### config.mk
export PLATFORM = sky130hd
export DESIGN_NAME = mp2d_csr
export DESIGN_NICKNAME = d
export VERILOG_FILES = /design/src/hdl/mp2d_pkg.sv /design/src/hdl/mp2d_csr.sv
export SDC_FILE = /design/constraint.sdc
export NUM_CORES = 1
export LEC_CHECK = 0
export BUFFER_PORTS_ARGS = -buffer_cell sky130_fd_sc_hd__buf_2
export CORE_MARGIN = 1.5
export CORE_UTILIZATION = 45
export DETAILED_ROUTE_END_ITERATION = 10
export PLACE_DENSITY = 0.75
export SLEW_MARGIN = 25
export SYNTH_ARGS = -nofsm -noshare
export SYNTH_HDL_FRONTEND = slang
export SYNTH_SLANG_ARGS = --single-unit
### constraint.sdc
create_clock -name clock -period 8.75 [get_ports clock]
set_clock_uncertainty 0.2 [all_clocks]
set_input_delay 0.875 -clock clock [delete_from_list [all_inputs] [get_ports clock]]
set_output_delay 0.875 -clock clock [all_outputs]
set_load 0.05 [all_outputs]
### src/hdl/mp2d_pkg.sv
// ----------------------------------------------------------------------------
// mp2d_pkg: shared types and constants for the 2D max pooling block
// Sample format, register map, store geometry and the records passed
// between the configuration unit, the window sequencer and the store.
// ----------------------------------------------------------------------------
`default_nettype none
package mp2d_pkg;

   localparam int SAMPLE_BITS   = 16;
   localparam int MAX_POOL      = 8;
   localparam int STORE_ADDR_BITS = 15;   // row slot (3) + column (8) + channel (4)
   localparam int STORE_DEPTH   = 32768;
   localparam int CSR_ADDR_BITS = 5;

   localparam logic [2:0] REG_IN_WIDTH     = 3'd0;
   localparam logic [2:0] REG_IN_HEIGHT    = 3'd1;
   localparam logic [2:0] REG_CHANNELS     = 3'd2;
   localparam logic [2:0] REG_POOL_WIDTH   = 3'd3;
   localparam logic [2:0] REG_POOL_HEIGHT  = 3'd4;
   localparam logic [2:0] REG_STRIDE_X     = 3'd5;
   localparam logic [2:0] REG_STRIDE_Y     = 3'd6;
   localparam logic [2:0] REG_SAME_PADDING = 3'd7;

   // Frame geometry, clamped and decoded, stable while samples stream.
   typedef struct packed {
      logic [7:0] w_m1;
      logic [7:0] h_m1;
      logic [3:0] nc_m1;
      logic [3:0] kx;
      logic [3:0] ky;
      logic [3:0] sx;
      logic [3:0] sy;
      logic       same;
      logic [1:0] px;
      logic [1:0] py;
      logic [1:0] q0x;
      logic [1:0] q0y;
      logic [3:0] r0x;
      logic [3:0] r0y;
   } geom_type;

   // One read-modify-write of a running maximum.
   typedef struct packed {
      logic [STORE_ADDR_BITS-1:0] addr;
      logic                       first;
      logic                       emit;
      logic signed [SAMPLE_BITS-1:0] sample;
      logic [7:0]                 o_row;
      logic [7:0]                 o_col;
      logic [3:0]                 chan;
      logic                       run_last;
      logic                       frame_done;
   } access_type;

endpackage
`default_nettype wire

### src/hdl/mp2d_csr.sv
// ----------------------------------------------------------------------------
// mp2d_csr: configuration registers and geometry unit
// Holds the APB registers, clamps them, and after every write works out
// the leading padding of each axis with a bit-serial remainder unit.
// ----------------------------------------------------------------------------
`default_nettype none
module mp2d_csr import mp2d_pkg::*; (
   input  wire logic                     clock,
   input  wire logic                     reset,
   input  wire logic                     psel,
   input  wire logic                     penable,
   input  wire logic                     pwrite,
   input  wire logic [CSR_ADDR_BITS-1:0] paddr,
   input  wire logic [31:0]              pwdata,
   output logic [31:0]                   prdata,
   output logic                          pready,
   output geom_type                      geom,
   output logic                          geom_ready,
   output logic                          geom_done
);

   logic [8:0] in_width_ff, in_height_ff;
   logic [4:0] channels_ff;
   logic [3:0] pool_width_ff, pool_height_ff, stride_x_ff, stride_y_ff;
   logic       same_padding_ff;

   logic       wr_en;
   logic [7:0] w_m1, h_m1;
   logic [3:0] nc_m1, kx, ky, sx, sy;

   logic       busy_ff, fin_ff;
   logic [2:0] step_ff;
   logic [4:0] remx_ff, remx_in, remy_ff, remy_in;
   geom_type   geom_ff, geom_in;
   logic       done_ff;

   // Remainder of a value up to 3 divided by a stride, and the quotient.
   function automatic logic [5:0] small_div(input logic [1:0] p, input logic [3:0] s);
      logic [3:0] r;
      logic [1:0] q;
      r = {2'b00, p};
      q = 2'd0;
      for (int i = 0; i < 3; i++) begin
         if (r >= s) begin
            r = r - s;
            q = q + 2'd1;
         end
      end
      return {q, r};
   endfunction

   function automatic logic [4:0] rem_step(input logic [4:0] rem, input logic b,
                                           input logic [3:0] s);
      logic [4:0] t;
      t = {rem[3:0], b};
      if (t >= {1'b0, s}) t = t - {1'b0, s};
      return t;
   endfunction

   function automatic logic [1:0] lead_pad(input logic same, input logic [3:0] k,
                                           input logic [4:0] rem);
      logic [4:0] km1;
      logic [4:0] d;
      km1 = {1'b0, k} - 5'd1;
      d   = km1 - rem;
      if (same && km1 > rem) return d[2:1];
      return 2'd0;
   endfunction

   assign wr_en  = psel && penable && pwrite;
   assign pready = 1'b1;

   always_ff @(posedge clock) begin
      if (reset) begin
         in_width_ff     <= 9'd8;
         in_height_ff    <= 9'd8;
         channels_ff     <= 5'd1;
         pool_width_ff   <= 4'd2;
         pool_height_ff  <= 4'd2;
         stride_x_ff     <= 4'd2;
         stride_y_ff     <= 4'd2;
         same_padding_ff <= 1'b0;
      end else if (wr_en) begin
         case (paddr[4:2])
            REG_IN_WIDTH:     in_width_ff     <= pwdata[8:0];
            REG_IN_HEIGHT:    in_height_ff    <= pwdata[8:0];
            REG_CHANNELS:     channels_ff     <= pwdata[4:0];
            REG_POOL_WIDTH:   pool_width_ff   <= pwdata[3:0];
            REG_POOL_HEIGHT:  pool_height_ff  <= pwdata[3:0];
            REG_STRIDE_X:     stride_x_ff     <= pwdata[3:0];
            REG_STRIDE_Y:     stride_y_ff     <= pwdata[3:0];
            REG_SAME_PADDING: same_padding_ff <= pwdata[0];
            default: ;
         endcase
      end
   end

   always_comb begin
      case (paddr[4:2])
         REG_IN_WIDTH:     prdata = {23'd0, in_width_ff};
         REG_IN_HEIGHT:    prdata = {23'd0, in_height_ff};
         REG_CHANNELS:     prdata = {27'd0, channels_ff};
         REG_POOL_WIDTH:   prdata = {28'd0, pool_width_ff};
         REG_POOL_HEIGHT:  prdata = {28'd0, pool_height_ff};
         REG_STRIDE_X:     prdata = {28'd0, stride_x_ff};
         REG_STRIDE_Y:     prdata = {28'd0, stride_y_ff};
         REG_SAME_PADDING: prdata = {31'd0, same_padding_ff};
         default:          prdata = 32'd0;
      endcase
   end

   // Clamp registers to their legal ranges.
   always_comb begin
      w_m1  = (in_width_ff == 9'd0) ? 8'd0 :
              (in_width_ff > 9'd256) ? 8'd255 : 8'(in_width_ff - 9'd1);
      h_m1  = (in_height_ff == 9'd0) ? 8'd0 :
              (in_height_ff > 9'd256) ? 8'd255 : 8'(in_height_ff - 9'd1);
      nc_m1 = (channels_ff == 5'd0) ? 4'd0 :
              (channels_ff > 5'd16) ? 4'd15 : 4'(channels_ff - 5'd1);
      kx    = (pool_width_ff == 4'd0) ? 4'd1 :
              (pool_width_ff > 4'd8) ? 4'd8 : pool_width_ff;
      ky    = (pool_height_ff == 4'd0) ? 4'd1 :
              (pool_height_ff > 4'd8) ? 4'd8 : pool_height_ff;
      sx    = (stride_x_ff == 4'd0) ? 4'd1 : stride_x_ff;
      sy    = (stride_y_ff == 4'd0) ? 4'd1 : stride_y_ff;
   end

   // The total pad of an axis is pool - 1 - ((size - 1) mod stride), so one
   // remainder per axis is all the geometry needs; it takes eight steps.
   assign remx_in = rem_step(remx_ff, w_m1[3'd7 - step_ff], sx);
   assign remy_in = rem_step(remy_ff, h_m1[3'd7 - step_ff], sy);

   always_comb begin
      logic [5:0] dx, dy;
      geom_in       = '0;
      geom_in.w_m1  = w_m1;
      geom_in.h_m1  = h_m1;
      geom_in.nc_m1 = nc_m1;
      geom_in.kx    = kx;
      geom_in.ky    = ky;
      geom_in.sx    = sx;
      geom_in.sy    = sy;
      geom_in.same  = same_padding_ff;
      geom_in.px    = lead_pad(same_padding_ff, kx, remx_ff);
      geom_in.py    = lead_pad(same_padding_ff, ky, remy_ff);
      dx            = small_div(geom_in.px, sx);
      dy            = small_div(geom_in.py, sy);
      geom_in.q0x   = dx[5:4];
      geom_in.r0x   = dx[3:0];
      geom_in.q0y   = dy[5:4];
      geom_in.r0y   = dy[3:0];
   end

   always_ff @(posedge clock) begin
      if (reset || wr_en) begin
         busy_ff <= 1'b1;
         fin_ff  <= 1'b0;
         step_ff <= 3'd0;
         remx_ff <= 5'd0;
         remy_ff <= 5'd0;
         done_ff <= 1'b0;
      end else begin
         done_ff <= 1'b0;
         if (busy_ff && !fin_ff) begin
            remx_ff <= remx_in;
            remy_ff <= remy_in;
            step_ff <= step_ff + 3'd1;
            if (step_ff == 3'd7) fin_ff <= 1'b1;
         end else if (busy_ff) begin
            busy_ff <= 1'b0;
            fin_ff  <= 1'b0;
            done_ff <= 1'b1;
         end
      end
   end

   always_ff @(posedge clock) begin
      if (busy_ff && fin_ff) geom_ff <= geom_in;
   end

   // Ready stays low through the cycle in which the sequencer restarts its
   // position counters, so no beat meets stale positions.
   assign geom       = geom_ff;
   assign geom_ready = !busy_ff && !done_ff;
   assign geom_done  = done_ff;

endmodule
`default_nettype wire

==> results.ini, run 1 <==
[critical_path]
slowest_stage = a21oi_1
worstPathRequired_ns = 8.66
cpPeakStageDelay_ns = 0.64
path_delay_family = compound AO/OA/AOI/OAI gates
crit_path_start_kind = flip-flop
crit_buf_inv = 2
r2r_cells = 28
arrival_ns = 6.97
r2r_start = pool_height_ff[0]
rrSetupSlack_ns = 1.70
rr_endpoint = geom[3]
criticalPathCategory = flip-flop to flip-flop
critPathCaptureType = flip-flop
path_max_fanout = 11

[timing]
worstMarginPinSlew_ns = 0.847
fin_crit_sh_pct = 80.6
tns_ns = 0
fmax_mhz = 142
finalHoldViolCount = 0
period_minus_slack_ns = 7.05
worst_hold_slack_ns = 0.255
rsz0062_at_grt = no
drv_slew = 0
slew_headroom_pct = 43.5
setup_viol = 0

[clocking]
cts_buffer_depth = 2
ctsHoldBuffers = 0
root_buffer = clkbuf_16
cts_setup_buffers = 0
cts.sinks = 109
path_clk_slew_ns = 0.07
ctsHtreeMaxLevel = 3
cts_tree = built
clk_latency_ns = 0.36
cts_buffers = 9
cts_resized = 0

[placement]
place_area_um2 = 7370
gp_congestion = 0.876
port_buffers = 80
hpwl_um = 11300

[synthesis]
synthFlopType = dfxtp_1
yosysWarnings = 0
synth_edf_count = 53
synth-seq-area-share_pct = 38.9
async_reset_ff_share_pct = 0
syn_area_um2 = 6980
synthCells = 758
avgSynthCellArea_um2 = 9.20
synth_cell_types = 71
ys_ff_latch = 109

[finish]
fillers = 1415
area_growth_pct = 10.2
mostFrequentLayoutCells = nor2_1 (90), buf_2 (80), nand2_1 (62), dfxtp_1 (56), edfxtp_1 (53)
diodes = 0
postLayoutCellArea_um2 = 7690
nets = 907
final_common_cell = nor2_1
drive_above_1_share_pct = 14.3

[routing]
wire_per_inst_um = 15.4
drt_pass1_iterations = 5
wl_um = 15400
dr_wl_met2_um = 7000
num_vias = 5590
drt-initial-drc-count = 425
wl_met3_um = 1080
drc_errors = 0
wl_met1_um = 7080
top_layer_used = met4
ant_nets = 0
vias_per_cell = 5.56

[pwr]
ir_drop_mv = 0.145
power.leakage_nw = 3.20
powerDensity_nw_per_um2 = 183
power.total_w = 0.00141

[grt]
antenna_found_initial = 0
track_usage_pct = 19.8
grt_max_degree = 55
grt_pass1_vias = 5103
grt_pass1_wl_um = 25600
grt_overflow_total = 0

[floorplanning]
io-pin-count = 130
fp.coreArea_um2 = 15100
die_w_um = 128
initial_core_util_pct = 46.1
dieArea_um2 = 16300
num_rows = 45
die_h_um = 128

[hold_path]
hp-start = remx_ff[4]
holdPathEnd = remx_ff[4]
hold_class = flip-flop to flip-flop
hold_depth = 2

[run_status]
status = finished clean

[flow_run]
drv_cap = 0

-- cell families after synthesis --
family	Yosys count	share of synthesized area (%)
simple gates	244	16.5
other cells	2	0.108
compound gates	165	16.0
mux	54	8.00
buf+inv	114	7.77
flops	109	38.9
fa+ha+maj	53	10.6
xor+xnor	17	2.13
-- layout make-up --
class                   instances  area, µm²  area share, %
clock inverters                 4       72.6          0.944
multi-input cells             561       3820           49.7
well taps                     188        235           3.06
repair buffers                 82        415           5.40
clock buffers                  12        246           3.21
inverters                      49        184           2.39
flip-flops and latches        109       2710           35.3
-- cells in the mapped netlist (all sizes together) (3+ instances only) --
library cell	instances	area share, %
a31o	7	0.88
nor2b	17	1.5
a22oi	3	0.32
o22ai	5	0.45
dfxtp	56	16
nor3	13	1.0
nor2	92	5.1
mux2	4	0.65
a21o	9	0.97
nand4	4	0.36
o2111ai	4	0.50
o211ai	10	1.1
a21oi	36	2.6
a32o	3	0.43
or4	4	0.43
edfxtp	53	23
and2	7	0.63
buf	29	3.2
a31oi	8	0.72
a211oi	4	0.43
a221oi	4	0.59
inv	49	2.6
or3	6	0.54
o21ai	36	2.6
nand2b	9	0.81
clkbuf	36	2.0
o21a	16	1.7
xnor2	14	1.8
ha	43	7.7
mux2i	49	7.0
xor2	3	0.38
nand3	14	1.0
nand2	62	3.3
and3	4	0.36
fa	10	2.9
-- metrics by stage --
step | worst slack (ns) | utilization [%] | cells
2_1_floorplan | 2.40 | - | 784
3_3_place_gp | 1.86 | 48.6 | 989
3_5_place_dp | 1.72 | 48.6 | 989
4_1_cts | 1.69 | 50.8 | 1005
5_1_grt | 1.08 | 50.8 | 1005
6_report | 1.70 | 50.8 | 1005
-- sequential cells by signal, indices dropped and copies added (netlist names) --
signal	flops
fin_ff	1
in_height_ff	9
pool_height_ff	4
step_ff	3
geom_done	1
remx_ff	5
same_padding_ff	1
stride_x_ff	4
busy_ff	1
channels_ff	5
geom	53
pool_width_ff	4
stride_y_ff	4
remy_ff	5
in_width_ff	9
-- worst min-delay path, delay by kind of cell, from the launching register on --
family	cells	cell delay, ns
flops	1	0.31
compound gates	1	0.05
simple gates	1	0.05
-- per-layer routing --
layer	vias to the layer above	global-route usage [%]
met5	-	0
met4	0	6.62
met3	21	4.44
met2	173	31.1
met1	2637	27.0
li1	2759	-
-- worst max-delay path by stage --
stage | startpoint | slack [ns] | to | cells past startpoint
final | pool_height_ff[0] | 1.70 | geom[3] | 28
after global routing | pool_height_ff[1] | 1.08 | geom[1] | 30
after CTS | pool_height_ff[0] | 1.69 | geom[3] | 28
after detailed placement | pool_height_ff[0] | 1.72 | geom[3] | 28
after global placement | pool_height_ff[1] | 1.86 | geom[3] | 28
after floorplan | pool_width_ff[3] | 2.40 | geom[7] | 30
-- power breakdown --
part | total [W] | internal [W] | switching (W)
combinational | 0.000387 | 0.000165 | 0.000222
clock | 0.000440 | 0.000258 | 0.000181
sequential | 0.000584 | 0.000560 | 0.0000234
total | 0.00141 | 0.000984 | 0.000427
Power figures use the tool's default switching activity.
==> run 2: changes to the inputs <==
- PLACE_DENSITY: 0.75 -> 0.77
- clock period: 8.75 -> 6.04 ns (I/O delays scaled with it)
==> run 2 against run 1 <==
Against the previous run: first-iteration DRC count is 5.6% lower; global-route usage is 0.48 points higher; die area stayed put; non-clock buffer count is 56 higher; combinational power is 74% higher; highest routed layer unchanged; maximum frequency is 17% higher; critical path depth is 2 higher; sequential cell count stayed put; wire length is 8.8% higher.
==> results.ini, run 2 (same netlist as run 1, synthesis figures left out) <==
[finish]
fillers = 1276
diodes = 0
drive_above_1_share_pct = 25.9
nets = 963
area_growth_pct = 20.0
final_common_cell = nor2_1
largest_register_ffs = 53
final_util_pct = 55.3
mostFrequentLayoutCells = nor2_1 (83), buf_2 (81), nand2_1 (59), edfxtp_1 (53), buf_4 (52)
postLayoutCellArea_um2 = 8370

[floorplanning]
num_rows = 45
io-pin-count = 130
die_h_um = 128
fp.coreArea_um2 = 15100
die_w_um = 128
dieArea_um2 = 16300
initial_core_util_pct = 46.1

[grt]
grt_max_degree = 55
track_usage_pct = 20.3
met2_usage_pct = 32.7
gr-usage-met3_pct = 3.56
grt_pass1_vias = 5337
grt_overflow_total = 0
antenna_found_initial = 1
met1_usage_pct = 27.2
grt_pass1_wl_um = 26200
grt_busiest_layer = met2

[critical_path]
worstPathRequired_ns = 5.95
arrival_ns = 5.94
crit_path_start_kind = flip-flop
crit_cells = 30
criticalPathCategory = flip-flop to flip-flop
path_delay_family = compound AO/OA/AOI/OAI gates
slowest_stage = fa_2
critPathCaptureType = flip-flop
crit_buf_inv = 4
cpPeakStageDelay_ns = 0.38
path_max_fanout = 4
r2r_cells = 30

[routing]
drt-initial-drc-count = 401
ant_nets = 0
wl_um = 16800
drc_errors = 0
wire_per_inst_um = 15.8
vias_per_cell = 5.52
drt_pass1_iterations = 5
num_vias = 5856

[timing]
fin_crit_sh_pct = 99.8
tns_ns = 0
finalHoldViolCount = 0
drv_slew = 0
fmax_mhz = 166
setup_ws_ns = 0.0117
period_minus_slack_ns = 6.03
rsz0062_at_grt = yes
slew_headroom_pct = 46.0
worstMarginPinSlew_ns = 0.809
setup_viol = 0

[clocking]
cts_buffer_depth = 2
cts_tree = built
cts.sinks = 109
ctsHtreeMaxLevel = 3
clk_latency_ns = 0.36
root_buffer = clkbuf_16
path_clk_slew_ns = 0.07
cts_buffers = 9

[placement]
hpwl_um = 11800
dp_slack_ns = -0.122
port_buffers = 80
gp_congestion = 0.848
place_area_um2 = 7640

[pwr]
powerDensity_nw_per_um2 = 254
power.leakage_nw = 3.50
ir_drop_mv = 0.179

[flow_run]
drv_cap = 0

[run_status]
status = finished clean

[hold_path]
hold_depth = 2
hold_class = flip-flop to flip-flop

==> run 2: cell count changes in the layout (fill, tap and decap cells not counted), moves of 5 or more <==
cell,delta
buf_4,+50
dfxtp_1,-6
nor2_4,+6
ha_2,+5
nor2_1,-7
buf_6,+5
a21oi_1,-6
ha_1,-8
fa_1,-6
fa_2,+6
==> run 2: final cells by class <==
type	count	area (µm²)	area share [%]
Sequential cell	109	2730	32.6
Clock inverter	6	70.1	0.837
Multi-Input combinational cell	561	4070	48.6
Clock buffer	10	229	2.74
Timing Repair Buffer	138	852	10.2
Inverter	49	184	2.20
Tap cell	188	235	2.81
==> run 2: repair_timing <==
item,CTS,global route
resized for setup,9,61
endpoints found under the hold margin,0,0
setup buffers,3,21
pin swaps,4,31
gates cloned,0,1
endpoints found under the setup margin,10,12
hold buffers,0,0
==> run 2: where the power goes <==
part	leakage [nW]	internal, W	switching (W)	total (W)
clock	0.147	0.000326	0.000283	0.000609
combinational	2.41	0.000310	0.000363	0.000673
sequential	0.945	0.000809	0.0000309	0.000840
total	3.50	0.00145	0.000677	0.00212
==> run 2: worst min-delay path: stages (launching register included) <==
cell	delay, ns
dfxtp_1	0.31
nand2_1	0.05
a21oi_1	0.05
==> run 2: routing by layer <==
layer,share of wire [%],vias to the layer above
li1,-,2866
met1,46,2802
met2,47,167
met3,5.7,21
met4,2.0,0
met5,0,-
==> run 2: through the flow <==
| step | power (W) | hold WS, ns | cells |
|---|---|---|---|
| 3_5_place_dp | 0.00145 | 0.252 | 1020 |
| 4_1_cts | 0.00207 | 0.261 | 1039 |
| 6_report | 0.00212 | 0.253 | 1061 |
| 3_3_place_gp | 0.00144 | 0.245 | 1020 |
| 5_1_grt | 0.00224 | 0.283 | 1061 |
| 2_1_floorplan | 0.00134 | 0.232 | 784 |
==> run 2: worst paths after layout <==
check | startpoint | to | slack, ns
max | pool_height_ff[1] | geom[2] | 0.01
min | remx_ff[4] | remx_ff[4] | 0.25
max reg2reg | pool_height_ff[1] | geom[2] | 0.01
min reg2reg | remx_ff[4] | remx_ff[4] | 0.25
