[config.mk]
export PLATFORM = sky130hd
export DESIGN_NAME = mp2d_seq_flat
export DESIGN_NICKNAME = d
export VERILOG_FILES = /design/src/hdl/mp2d_pkg.sv /design/src/hdl/mp2d_if.sv /design/src/hdl/mp2d_seq.sv /design/src/flat_wrapper.sv
export SDC_FILE = /design/constraint.sdc
export NUM_CORES = 1
export LEC_CHECK = 0
export BUFFER_PORTS_ARGS = -buffer_cell sky130_fd_sc_hd__buf_2
export CORE_ASPECT_RATIO = 1.25
export CORE_MARGIN = 10
export CORE_UTILIZATION = 40
export CTS_CLUSTER_DIAMETER = 30
export DETAILED_ROUTE_END_ITERATION = 16
export PLACE_DENSITY_LB_ADDON = 0.25
export SYNTH_ARGS = -nofsm -noshare
export SYNTH_HDL_FRONTEND = slang
export SYNTH_SLANG_ARGS = --single-unit
[constraint.sdc]
create_clock -name clock -period 14.56 [get_ports clock]
set_input_delay 2.912 -clock clock [delete_from_list [all_inputs] [get_ports clock]]
set_output_delay 2.912 -clock clock [all_outputs]
set_load 0.02 [all_outputs]
[src/hdl/mp2d_pkg.sv]
// ----------------------------------------------------------------------------
// mp2d_pkg: shared types and constants for the 2D max pooling block
// Sample format, register map, store geometry and the records passed
// between the configuration unit, the window sequencer and the store.
// ----------------------------------------------------------------------------
`default_nettype none
package mp2d_pkg;

   localparam int SAMPLE_BITS   = 16;
   localparam int MAX_POOL      = 8;
   localparam int STORE_ADDR_BITS = 15;   // row slot (3) + column (8) + channel (4)
   localparam int STORE_DEPTH   = 32768;
   localparam int CSR_ADDR_BITS = 5;

   localparam logic [2:0] REG_IN_WIDTH     = 3'd0;
   localparam logic [2:0] REG_IN_HEIGHT    = 3'd1;
   localparam logic [2:0] REG_CHANNELS     = 3'd2;
   localparam logic [2:0] REG_POOL_WIDTH   = 3'd3;
   localparam logic [2:0] REG_POOL_HEIGHT  = 3'd4;
   localparam logic [2:0] REG_STRIDE_X     = 3'd5;
   localparam logic [2:0] REG_STRIDE_Y     = 3'd6;
   localparam logic [2:0] REG_SAME_PADDING = 3'd7;

   // Frame geometry, clamped and decoded, stable while samples stream.
   typedef struct packed {
      logic [7:0] w_m1;
      logic [7:0] h_m1;
      logic [3:0] nc_m1;
      logic [3:0] kx;
      logic [3:0] ky;
      logic [3:0] sx;
      logic [3:0] sy;
      logic       same;
      logic [1:0] px;
      logic [1:0] py;
      logic [1:0] q0x;
      logic [1:0] q0y;
      logic [3:0] r0x;
      logic [3:0] r0y;
   } geom_type;

   // One read-modify-write of a running maximum.
   typedef struct packed {
      logic [STORE_ADDR_BITS-1:0] addr;
      logic                       first;
      logic                       emit;
      logic signed [SAMPLE_BITS-1:0] sample;
      logic [7:0]                 o_row;
      logic [7:0]                 o_col;
      logic [3:0]                 chan;
      logic                       run_last;
      logic                       frame_done;
   } access_type;

endpackage
`default_nettype wire

[src/hdl/mp2d_if.sv]
// ----------------------------------------------------------------------------
// mp2d_if: stream channels of the max pooling block
// Input samples and pooled results, each with a valid/ready handshake.
// ----------------------------------------------------------------------------
`default_nettype none
interface mp2d_req_if import mp2d_pkg::*; ();
   logic                          valid;
   logic                          ready;
   logic signed [SAMPLE_BITS-1:0] sample;
   logic                          last_of_batch;
   modport source (output valid, output sample, output last_of_batch, input ready);
   modport sink (input valid, input sample, input last_of_batch, output ready);
endinterface

`default_nettype wire

[src/hdl/mp2d_seq.sv]
// ----------------------------------------------------------------------------
// mp2d_seq: position tracking and window sequencer
// Tracks the position of the next sample on each axis, finds the windows
// that contain it, and issues one store access per row and column pair.
// ----------------------------------------------------------------------------
`default_nettype none
module mp2d_seq import mp2d_pkg::*; (
   input  wire logic  clock,
   input  wire logic  reset,
   input  wire geom_type geom,
   input  wire logic  geom_ready,
   input  wire logic  geom_done,
   mp2d_req_if.sink   req_ch,
   output access_type acc,
   output logic       acc_valid,
   input  wire logic  acc_ready
);

   typedef struct packed {
      logic [7:0] hit;
      logic [7:0] first;
      logic [7:0] last;
      logic [7:0] lastwin;
   } hits_type;

   // Axis tracker: x is the position, q and r the quotient and remainder of
   // (x + pad) by the stride.
   logic [7:0] xc_ff, xr_ff;
   logic [8:0] qc_ff, qr_ff;
   logic [3:0] rc_ff, rr_ff;
   logic [3:0] chan_ff;

   hits_type   row_hits, col_hits;
   hits_type   rh_ff, ch_ff;
   logic [8:0] qrs_ff, qcs_ff;
   logic [3:0] chs_ff;
   logic signed [SAMPLE_BITS-1:0] smp_ff;
   logic [7:0] row_rem_ff, col_rem_ff;
   logic       active_ff;

   logic       accept, issue;
   logic [2:0] dr, dc;
   logic [7:0] row_rest, col_rest;
   logic [8:0] o_row, o_col;

   function automatic hits_type axis_hits(input logic [7:0] x, input logic [8:0] q,
                                          input logic [3:0] r, input logic [1:0] p,
                                          input logic [7:0] n_m1, input logic [3:0] k,
                                          input logic [3:0] s, input logic same);
      hits_type h;
      logic [7:0] off;
      logic signed [11:0] st, lim;
      logic exists, lastw;
      h = '0;
      lim = 12'(n_m1);
      for (int i = 0; i < MAX_POOL; i++) begin
         off = 8'(8'(i) * {4'd0, s}) + {4'd0, r};
         st  = 12'(x) + 12'(p) - 12'(off);
         if (same) begin
            exists = st <= lim;
            lastw  = st + 12'(s) > lim;
         end else begin
            exists = st + 12'(k) <= lim + 12'sd1;
            lastw  = st + 12'(k) + 12'(s) > lim + 12'sd1;
         end
         if (off < {4'd0, k} && 9'(i) <= q && exists) begin
            h.hit[i]     = 1'b1;
            h.first[i]   = (off == 8'd0) || (x == 8'd0);
            h.last[i]    = (off == 8'({4'd0, k} - 8'd1)) || (x == n_m1);
            h.lastwin[i] = lastw;
         end
      end
      return h;
   endfunction

   // Highest set bit: the window with the smallest index comes first.
   function automatic logic [2:0] top_bit(input logic [7:0] m);
      logic [2:0] b;
      b = 3'd0;
      for (int i = 0; i < 8; i++) begin
         if (m[i]) b = 3'(i);
      end
      return b;
   endfunction

   assign row_hits = axis_hits(xr_ff, qr_ff, rr_ff, geom.py, geom.h_m1, geom.ky,
                               geom.sy, geom.same);
   assign col_hits = axis_hits(xc_ff, qc_ff, rc_ff, geom.px, geom.w_m1, geom.kx,
                               geom.sx, geom.same);

   assign req_ch.ready = geom_ready && !active_ff;
   assign accept       = req_ch.valid && req_ch.ready;

   always_ff @(posedge clock) begin
      if (reset) begin
         xc_ff <= 8'd0; xr_ff <= 8'd0; chan_ff <= 4'd0;
         qc_ff <= 9'd0; qr_ff <= 9'd0; rc_ff <= 4'd0; rr_ff <= 4'd0;
      end else if (geom_done || (accept && req_ch.last_of_batch)) begin
         xc_ff <= 8'd0; xr_ff <= 8'd0; chan_ff <= 4'd0;
         qc_ff <= {7'd0, geom.q0x}; rc_ff <= geom.r0x;
         qr_ff <= {7'd0, geom.q0y}; rr_ff <= geom.r0y;
      end else if (accept) begin
         if (chan_ff != geom.nc_m1) begin
            chan_ff <= chan_ff + 4'd1;
         end else begin
            chan_ff <= 4'd0;
            if (xc_ff != geom.w_m1) begin
               xc_ff <= xc_ff + 8'd1;
               if (rc_ff + 4'd1 == geom.sx) begin
                  rc_ff <= 4'd0;
                  qc_ff <= qc_ff + 9'd1;
               end else begin
                  rc_ff <= rc_ff + 4'd1;
               end
            end else begin
               xc_ff <= 8'd0;
               qc_ff <= {7'd0, geom.q0x};
               rc_ff <= geom.r0x;
               if (xr_ff != geom.h_m1) begin
                  xr_ff <= xr_ff + 8'd1;
                  if (rr_ff + 4'd1 == geom.sy) begin
                     rr_ff <= 4'd0;
                     qr_ff <= qr_ff + 9'd1;
                  end else begin
                     rr_ff <= rr_ff + 4'd1;
                  end
               end else begin
                  xr_ff <= 8'd0;
                  qr_ff <= {7'd0, geom.q0y};
                  rr_ff <= geom.r0y;
               end
            end
         end
      end
   end

   assign dr       = top_bit(row_rem_ff);
   assign dc       = top_bit(col_rem_ff);
   assign row_rest = row_rem_ff & ~(8'd1 << dr);
   assign col_rest = col_rem_ff & ~(8'd1 << dc);
   assign issue    = acc_valid && acc_ready;

   always_ff @(posedge clock) begin
      if (reset) begin
         active_ff <= 1'b0;
      end else if (accept) begin
         active_ff <= (row_hits.hit != 8'd0) && (col_hits.hit != 8'd0);
      end else if (issue && col_rest == 8'd0 && row_rest == 8'd0) begin
         active_ff <= 1'b0;
      end
   end

   always_ff @(posedge clock) begin
      if (accept) begin
         rh_ff      <= row_hits;
         ch_ff      <= col_hits;
         qrs_ff     <= qr_ff;
         qcs_ff     <= qc_ff;
         chs_ff     <= chan_ff;
         smp_ff     <= req_ch.sample;
         row_rem_ff <= row_hits.hit;
         col_rem_ff <= col_hits.hit;
      end else if (issue) begin
         if (col_rest == 8'd0) begin
            row_rem_ff <= row_rest;
            col_rem_ff <= ch_ff.hit;
         end else begin
            col_rem_ff <= col_rest;
         end
      end
   end

   assign o_row = qrs_ff - {6'd0, dr};
   assign o_col = qcs_ff - {6'd0, dc};

   always_comb begin
      acc_valid      = active_ff;
      acc.addr       = {o_row[2:0], o_col[7:0], chs_ff};
      acc.first      = rh_ff.first[dr] && ch_ff.first[dc];
      acc.emit       = rh_ff.last[dr] && ch_ff.last[dc];
      acc.sample     = smp_ff;
      acc.o_row      = o_row[7:0];
      acc.o_col      = o_col[7:0];
      acc.chan       = chs_ff;
      acc.run_last   = ((col_rest & ch_ff.last) == 8'd0) && ((row_rest & rh_ff.last) == 8'd0);
      acc.frame_done = rh_ff.lastwin[dr] && ch_ff.lastwin[dc] && (chs_ff == geom.nc_m1);
   end

endmodule
`default_nettype wire

[src/flat_wrapper.sv]
// flat-port wrapper written by rule: the top's interface ports become plain ports
module mp2d_seq_flat import mp2d_pkg::*;
  (clock, reset, geom, geom_ready, geom_done, acc, acc_valid, acc_ready, req_ch_valid, req_ch_sample, req_ch_last_of_batch, req_ch_ready);
  mp2d_req_if req_ch_i ();
  input  wire logic clock;
  input  wire logic reset;
  input  wire geom_type geom;
  input  wire logic geom_ready;
  input  wire logic geom_done;
  output access_type acc;
  output logic acc_valid;
  input  wire logic acc_ready;
  input wire logic [$bits(req_ch_i.valid)-1:0] req_ch_valid;
  input wire logic [$bits(req_ch_i.sample)-1:0] req_ch_sample;
  input wire logic [$bits(req_ch_i.last_of_batch)-1:0] req_ch_last_of_batch;
  output wire logic [$bits(req_ch_i.ready)-1:0] req_ch_ready;
  assign req_ch_i.valid = req_ch_valid;
  assign req_ch_i.sample = req_ch_sample;
  assign req_ch_i.last_of_batch = req_ch_last_of_batch;
  assign req_ch_ready = req_ch_i.ready;
  mp2d_seq u_core (.clock(clock), .reset(reset), .geom(geom), .geom_ready(geom_ready), .geom_done(geom_done), .req_ch(req_ch_i), .acc(acc), .acc_valid(acc_valid), .acc_ready(acc_ready));
endmodule
==> run summary <==
The number of H-tree levels is 4. The core area was 96,000 um^2. The tools report the final number of hold-violating endpoints as 0. The run gives 61 as the pin count of the biggest net entering global routing.

The area growth from synthesis to layout is 7.78%. Synthesis produced 4,656 cells. Summing all non-filler instances in the final layout gives an area of 41,600 um^2.

The die extent in x is 298 um. The count of inserted antenna diode cells was 0; the number of antenna violations at the first check in global routing was 2. In the routed layout, each cell is associated on average with a via count of 5.94. The power density over the cells came out at 146 nW/um^2. The tree built by TritonCTS fans out to 155 sinks. The overall die area is 110,000 um^2, and the logic gate share of total power is 83.5%. From bottom edge to top edge, the die measures 367 um. The tool flagged a number of max-cap violations equal to 0.

The number of buffers inserted by post-CTS setup repair is 0, and the post-synthesis cell area is 38,600 um^2. The minimum clock period after layout works out to 9.53 ns. The number of design-rule violations left by the first detailed-router iteration is 2,473, and the power share of the clock group is 8.0%. The effective utilization at floorplan is 40.3%, and the clock insertion delay at the later pin of the skew report is 0.48 ns. The run finished with clean final reports. The worst setup slack after placement is 4.66 ns, and the number of buffers added on ports is 132. Across every metal layer, demand over resource in global routing totals 24.0%. The CTS clock-pin slew for the worst setup and hold paths is 0.08 ns. The number of global-route vias before repair came out at 34,800. Data arrives at the worst endpoint at 9.92 ns. In this design, the critical path's most frequently occurring cell is sky130_fd_sc_hd__ha_1. The run gives 0 as the number of setup violations in the final report. For this design the top-level I/O count stands at 133. In this run switching power makes up 52.1% of total power. For the pin with the worst max-slew slack, the measured transition is 1.20 ns. Synthesis instantiated 124 different standard cells from the library.

The predominant post-synthesis flop cell is sky130_fd_sc_hd__edfxtp_1. Traced cell by cell, the critical path runs through buf_2 -> ha_1 -> fa_1 -> nand2_4 -> xor2_4 -> inv_2 -> ha_1 -> nand2b_1 -> o221ai_1 -> or3b_1 -> and2_1 -> nor2b_1 -> xnor2_1 -> inv_1 -> ha_1 -> a2111oi_0 -> o21ai_0 -> o21ai_0 -> nand3_1 -> or4b_1 -> nand3_1 -> or3b_1 -> nor4b_1 -> a221oi_2. In this run the worst hold path is classified as reg2reg.

Yosys mapped a number of flops with a built-in enable equal to 108. The worst setup path is captured at a flop. The final layout contains routed wiring with a total length of 138 mm. The largest stage delay on the critical path works out to 0.55 ns.

The post-cts gate resize count came out at 0. Sequential elements use 10.8% of the synthesized area. Counting the fill cells in the layout gives 9,819. On the critical path, the stage with the largest delay is an instance of sky130_fd_sc_hd__ha_1. After synthesis, the mean cell area works out to 8.30 um^2. The maximum clock frequency is 105 MHz, and the number of warning messages in the yosys log is 0.

The pre-antenna-repair detailed-routing pass consisted of 5 iterations. CTS placed an instance of sky130_fd_sc_hd__clkbuf_16 at the clock tree root. Cells with a size suffix above 1 make up 7.21% of the layout. No sink is reached through more buffers than the 2 on the longest clock path. TritonCTS built the clock tree. The logs give 5.03 ns for the final setup slack of the worst path and 8.4% for the sequential group share of total power.

The first global-routing pass estimated 206 mm of wire. Counting both buffers and inverters, the worst setup path holds a total of 3. For the setup TNS, the log shows 0 ns. The logs give 0 for the final routed DRC violation total and 14.95 ns for the required time at the worst-slack endpoint.

The switching power summed over all nets was 3160 uW. The flip-flop and latch count after synthesis came out at 155. The synthesized net count is 5,623. The number of buffers added by the clock tree synthesis step was 17; the worst slew margin relative to its limit was 17.9%.

The logs give 0 for the final number of max-transition violations and 0.958 for the global placer's final weighted congestion. IR analysis of the VDD net gives a maximum drop of 114 uV. Dividing the detail-routed wire length by the instance count gives 22.6 um. The kind of cell adding the most delay to the critical path is simple AND/OR/NAND/NOR gates. The remaining antenna violation count after routing is 0. Setup repair after global routing left no endpoint under its margin.

Power comes to 6070 uW. Detailed placement finished with a half-perimeter wire length of 112 mm. The tools report the sum of overflow across all layers after global routing as 0.

The total number of nets in the final design was 5,755. The utilization after layout was 43.4%; the maximum net fanout on the critical path was 15. Row generation in the floorplan step produced 127 rows. For the internal power, the log shows 2910 uW. In this run, post-CTS hold repair placed 0 buffers.

The fraction of synthesis flops using an asynchronous set or reset pin is 0%. The startpoint-to-endpoint class of the critical path was in2reg. The worst setup path is launched from an input port. The post-placement cell area was 41,000 um^2. Between clock sinks in the finished design, the worst skew comes to 0.0239 ns. In the finished design, the share of the clock period the worst path needs comes to 65.5%. The total number of vias was 36,200.

For this design the static power due to leakage is 0.0190 uW.
==> path summary, 6_finish.rpt <==
kind / from / to / slack, ns / depth (start not counted)
worst max-delay path: geom[12] / u_core.acc_valid / 5.03 / 24
worst min register to register: u_core.chan_ff[3] / u_core.chs_ff[3] / 0.53 / 0
worst max register to register: u_core.xr_ff[0] / u_core.acc_valid / 7.15 / 23
worst min-delay path: u_core.chan_ff[3] / u_core.chs_ff[3] / 0.53 / 0
==> layout make-up <==
type | count | area (um^2) | area share, %
tap | 1290 | 1610 | 3.88
sequential | 155 | 4180 | 10.0
clock buffer | 17 | 425 | 1.02
multi-input combinational | 4115 | 32900 | 79.1
clock inverter | 15 | 190 | 0.457
inverter | 297 | 1120 | 2.69
timing repair buffer | 202 | 1190 | 2.85
==> worst reg2reg max path, stage by stage, from the launching register on <==
cell	delay, ns
sky130_fd_sc_hd__dfxtp_1	0.43
sky130_fd_sc_hd__ha_1	0.29
sky130_fd_sc_hd__fa_1	0.53
sky130_fd_sc_hd__nand2_4	0.14
sky130_fd_sc_hd__xor2_4	0.52
sky130_fd_sc_hd__inv_2	0.40
sky130_fd_sc_hd__ha_1	0.55
sky130_fd_sc_hd__nand2b_1	0.17
sky130_fd_sc_hd__o221ai_1	0.10
sky130_fd_sc_hd__or3b_1	0.51
sky130_fd_sc_hd__and2_1	0.30
sky130_fd_sc_hd__nor2b_1	0.17
sky130_fd_sc_hd__xnor2_1	0.37
sky130_fd_sc_hd__inv_1	0.08
sky130_fd_sc_hd__ha_1	0.32
sky130_fd_sc_hd__a2111oi_0	0.37
sky130_fd_sc_hd__o21ai_0	0.14
sky130_fd_sc_hd__o21ai_0	0.50
sky130_fd_sc_hd__nand3_1	0.13
sky130_fd_sc_hd__or4b_1	0.51
sky130_fd_sc_hd__nand3_1	0.26
sky130_fd_sc_hd__or3b_1	0.17
sky130_fd_sc_hd__nor4b_1	0.08
sky130_fd_sc_hd__a221oi_2	0.26
==> placed cells by master, fill, tap and decap left out, types with 19 or more instances in the layout <==
cell / n
sky130_fd_sc_hd__xnor2_1: 360
sky130_fd_sc_hd__buf_4: 70
sky130_fd_sc_hd__nor4_1: 21
sky130_fd_sc_hd__nor2b_1: 143
sky130_fd_sc_hd__a31oi_1: 26
sky130_fd_sc_hd__nand2_1: 210
sky130_fd_sc_hd__o21bai_1: 22
sky130_fd_sc_hd__xnor2_2: 22
sky130_fd_sc_hd__o21ai_0: 247
sky130_fd_sc_hd__or3_1: 25
sky130_fd_sc_hd__ha_1: 823
sky130_fd_sc_hd__dfxtp_1: 47
sky130_fd_sc_hd__nand3_1: 204
sky130_fd_sc_hd__buf_2: 132
sky130_fd_sc_hd__a211oi_1: 43
sky130_fd_sc_hd__nor3_1: 87
sky130_fd_sc_hd__and2_1: 35
sky130_fd_sc_hd__a21o_1: 242
sky130_fd_sc_hd__nand4_1: 106
sky130_fd_sc_hd__mux2i_1: 19
sky130_fd_sc_hd__o211ai_1: 29
sky130_fd_sc_hd__xor2_1: 185
sky130_fd_sc_hd__nand2b_1: 79
sky130_fd_sc_hd__o31ai_1: 24
sky130_fd_sc_hd__nor2_1: 241
sky130_fd_sc_hd__fa_1: 68
sky130_fd_sc_hd__a21oi_1: 370
sky130_fd_sc_hd__edfxtp_1: 108
sky130_fd_sc_hd__o21a_1: 83
sky130_fd_sc_hd__and3_1: 41
sky130_fd_sc_hd__inv_1: 284
==> kinds of logic (layout without fill, tap and decap cells) <==
logic type      Yosys count  in the layout  share of synthesized area (%)
compound gates         1307           1307                           22.2
xor+xnor                574            574                           13.5
fa+ha+maj               897            897                           30.3
buf+inv                 386            531                           4.15
flops                   155            155                           10.8
mux                      27             27                          0.784
simple gates           1310           1310                           18.1
==> flip-flops by register name, indices dropped and copies added, names as in the netlist <==
name	count
u_core.qcs_ff	8
u_core.chan_ff	4
u_core.qr_ff	9
u_core.rh_ff	24
u_core.qrs_ff	8
u_core.row_rem_ff	8
u_core.smp_ff	16
u_core.rc_ff	4
u_core.xc_ff	8
u_core.rr_ff	4
u_core.acc_valid	1
u_core.ch_ff	32
u_core.qc_ff	9
u_core.xr_ff	8
u_core.chs_ff	4
u_core.col_rem_ff	8
==> Yosys cell counts (14+ instances only) <==
library cell,instances,area [um^2]
sky130_fd_sc_hd__ha_1,823,10300
sky130_fd_sc_hd__a21oi_1,370,1850
sky130_fd_sc_hd__xnor2_1,368,3220
sky130_fd_sc_hd__inv_1,286,1070
sky130_fd_sc_hd__o21ai_0,248,1240
sky130_fd_sc_hd__a21o_1,242,1820
sky130_fd_sc_hd__nor2_1,241,905
sky130_fd_sc_hd__nand2_1,210,788
sky130_fd_sc_hd__nand3_1,204,1020
sky130_fd_sc_hd__xor2_1,185,1620
sky130_fd_sc_hd__nor2b_1,143,895
sky130_fd_sc_hd__edfxtp_1,108,3240
sky130_fd_sc_hd__nand4_1,106,663
sky130_fd_sc_hd__nor3_1,87,435
sky130_fd_sc_hd__o21a_1,83,623
sky130_fd_sc_hd__nand2b_1,79,494
sky130_fd_sc_hd__fa_1,68,1360
sky130_fd_sc_hd__dfxtp_1,47,941
sky130_fd_sc_hd__a211oi_1,43,323
sky130_fd_sc_hd__clkbuf_1,43,161
sky130_fd_sc_hd__and3_1,41,257
sky130_fd_sc_hd__and2_1,35,219
sky130_fd_sc_hd__o211ai_1,29,218
sky130_fd_sc_hd__a31oi_1,26,163
sky130_fd_sc_hd__o31ai_1,25,188
sky130_fd_sc_hd__or3_1,25,156
sky130_fd_sc_hd__o21bai_1,22,165
sky130_fd_sc_hd__buf_4,21,158
sky130_fd_sc_hd__nor4_1,21,131
sky130_fd_sc_hd__mux2i_1,19,190
sky130_fd_sc_hd__nand3b_1,17,128
sky130_fd_sc_hd__a21boi_0,16,120
sky130_fd_sc_hd__a22oi_1,16,120
sky130_fd_sc_hd__o31a_1,15,131
sky130_fd_sc_hd__buf_2,14,70.1
sky130_fd_sc_hd__o22ai_1,14,87.6
sky130_fd_sc_hd__xnor2_2,14,228
==> metal layers <==
metal	wire, um	up-vias	GRT usage (%)
met4	7550	0	12.5
met2	67100	1110	42.7
met1	56900	17300	28.5
met5	0	-	0
li1	-	17500	-
met3	6060	298	1.80
==> per-stage QoR <==
stage	instances	hold WS [ns]
after detailed placement	6059	0.497
after CTS	6091	0.525
after floorplan	4656	0.406
final	6091	0.527
after global routing	6091	0.537
after global placement	6059	0.508
==> power groups by stage <==
stage	combinational, uW	sequential (uW)	clock, uW
final	5070	512	488
after global routing	5700	514	510
after CTS	5040	512	500
after detailed placement	5000	521	0
after global placement	4940	521	0
after floorplan	3860	517	0
Power figures use the tool's default switching activity.
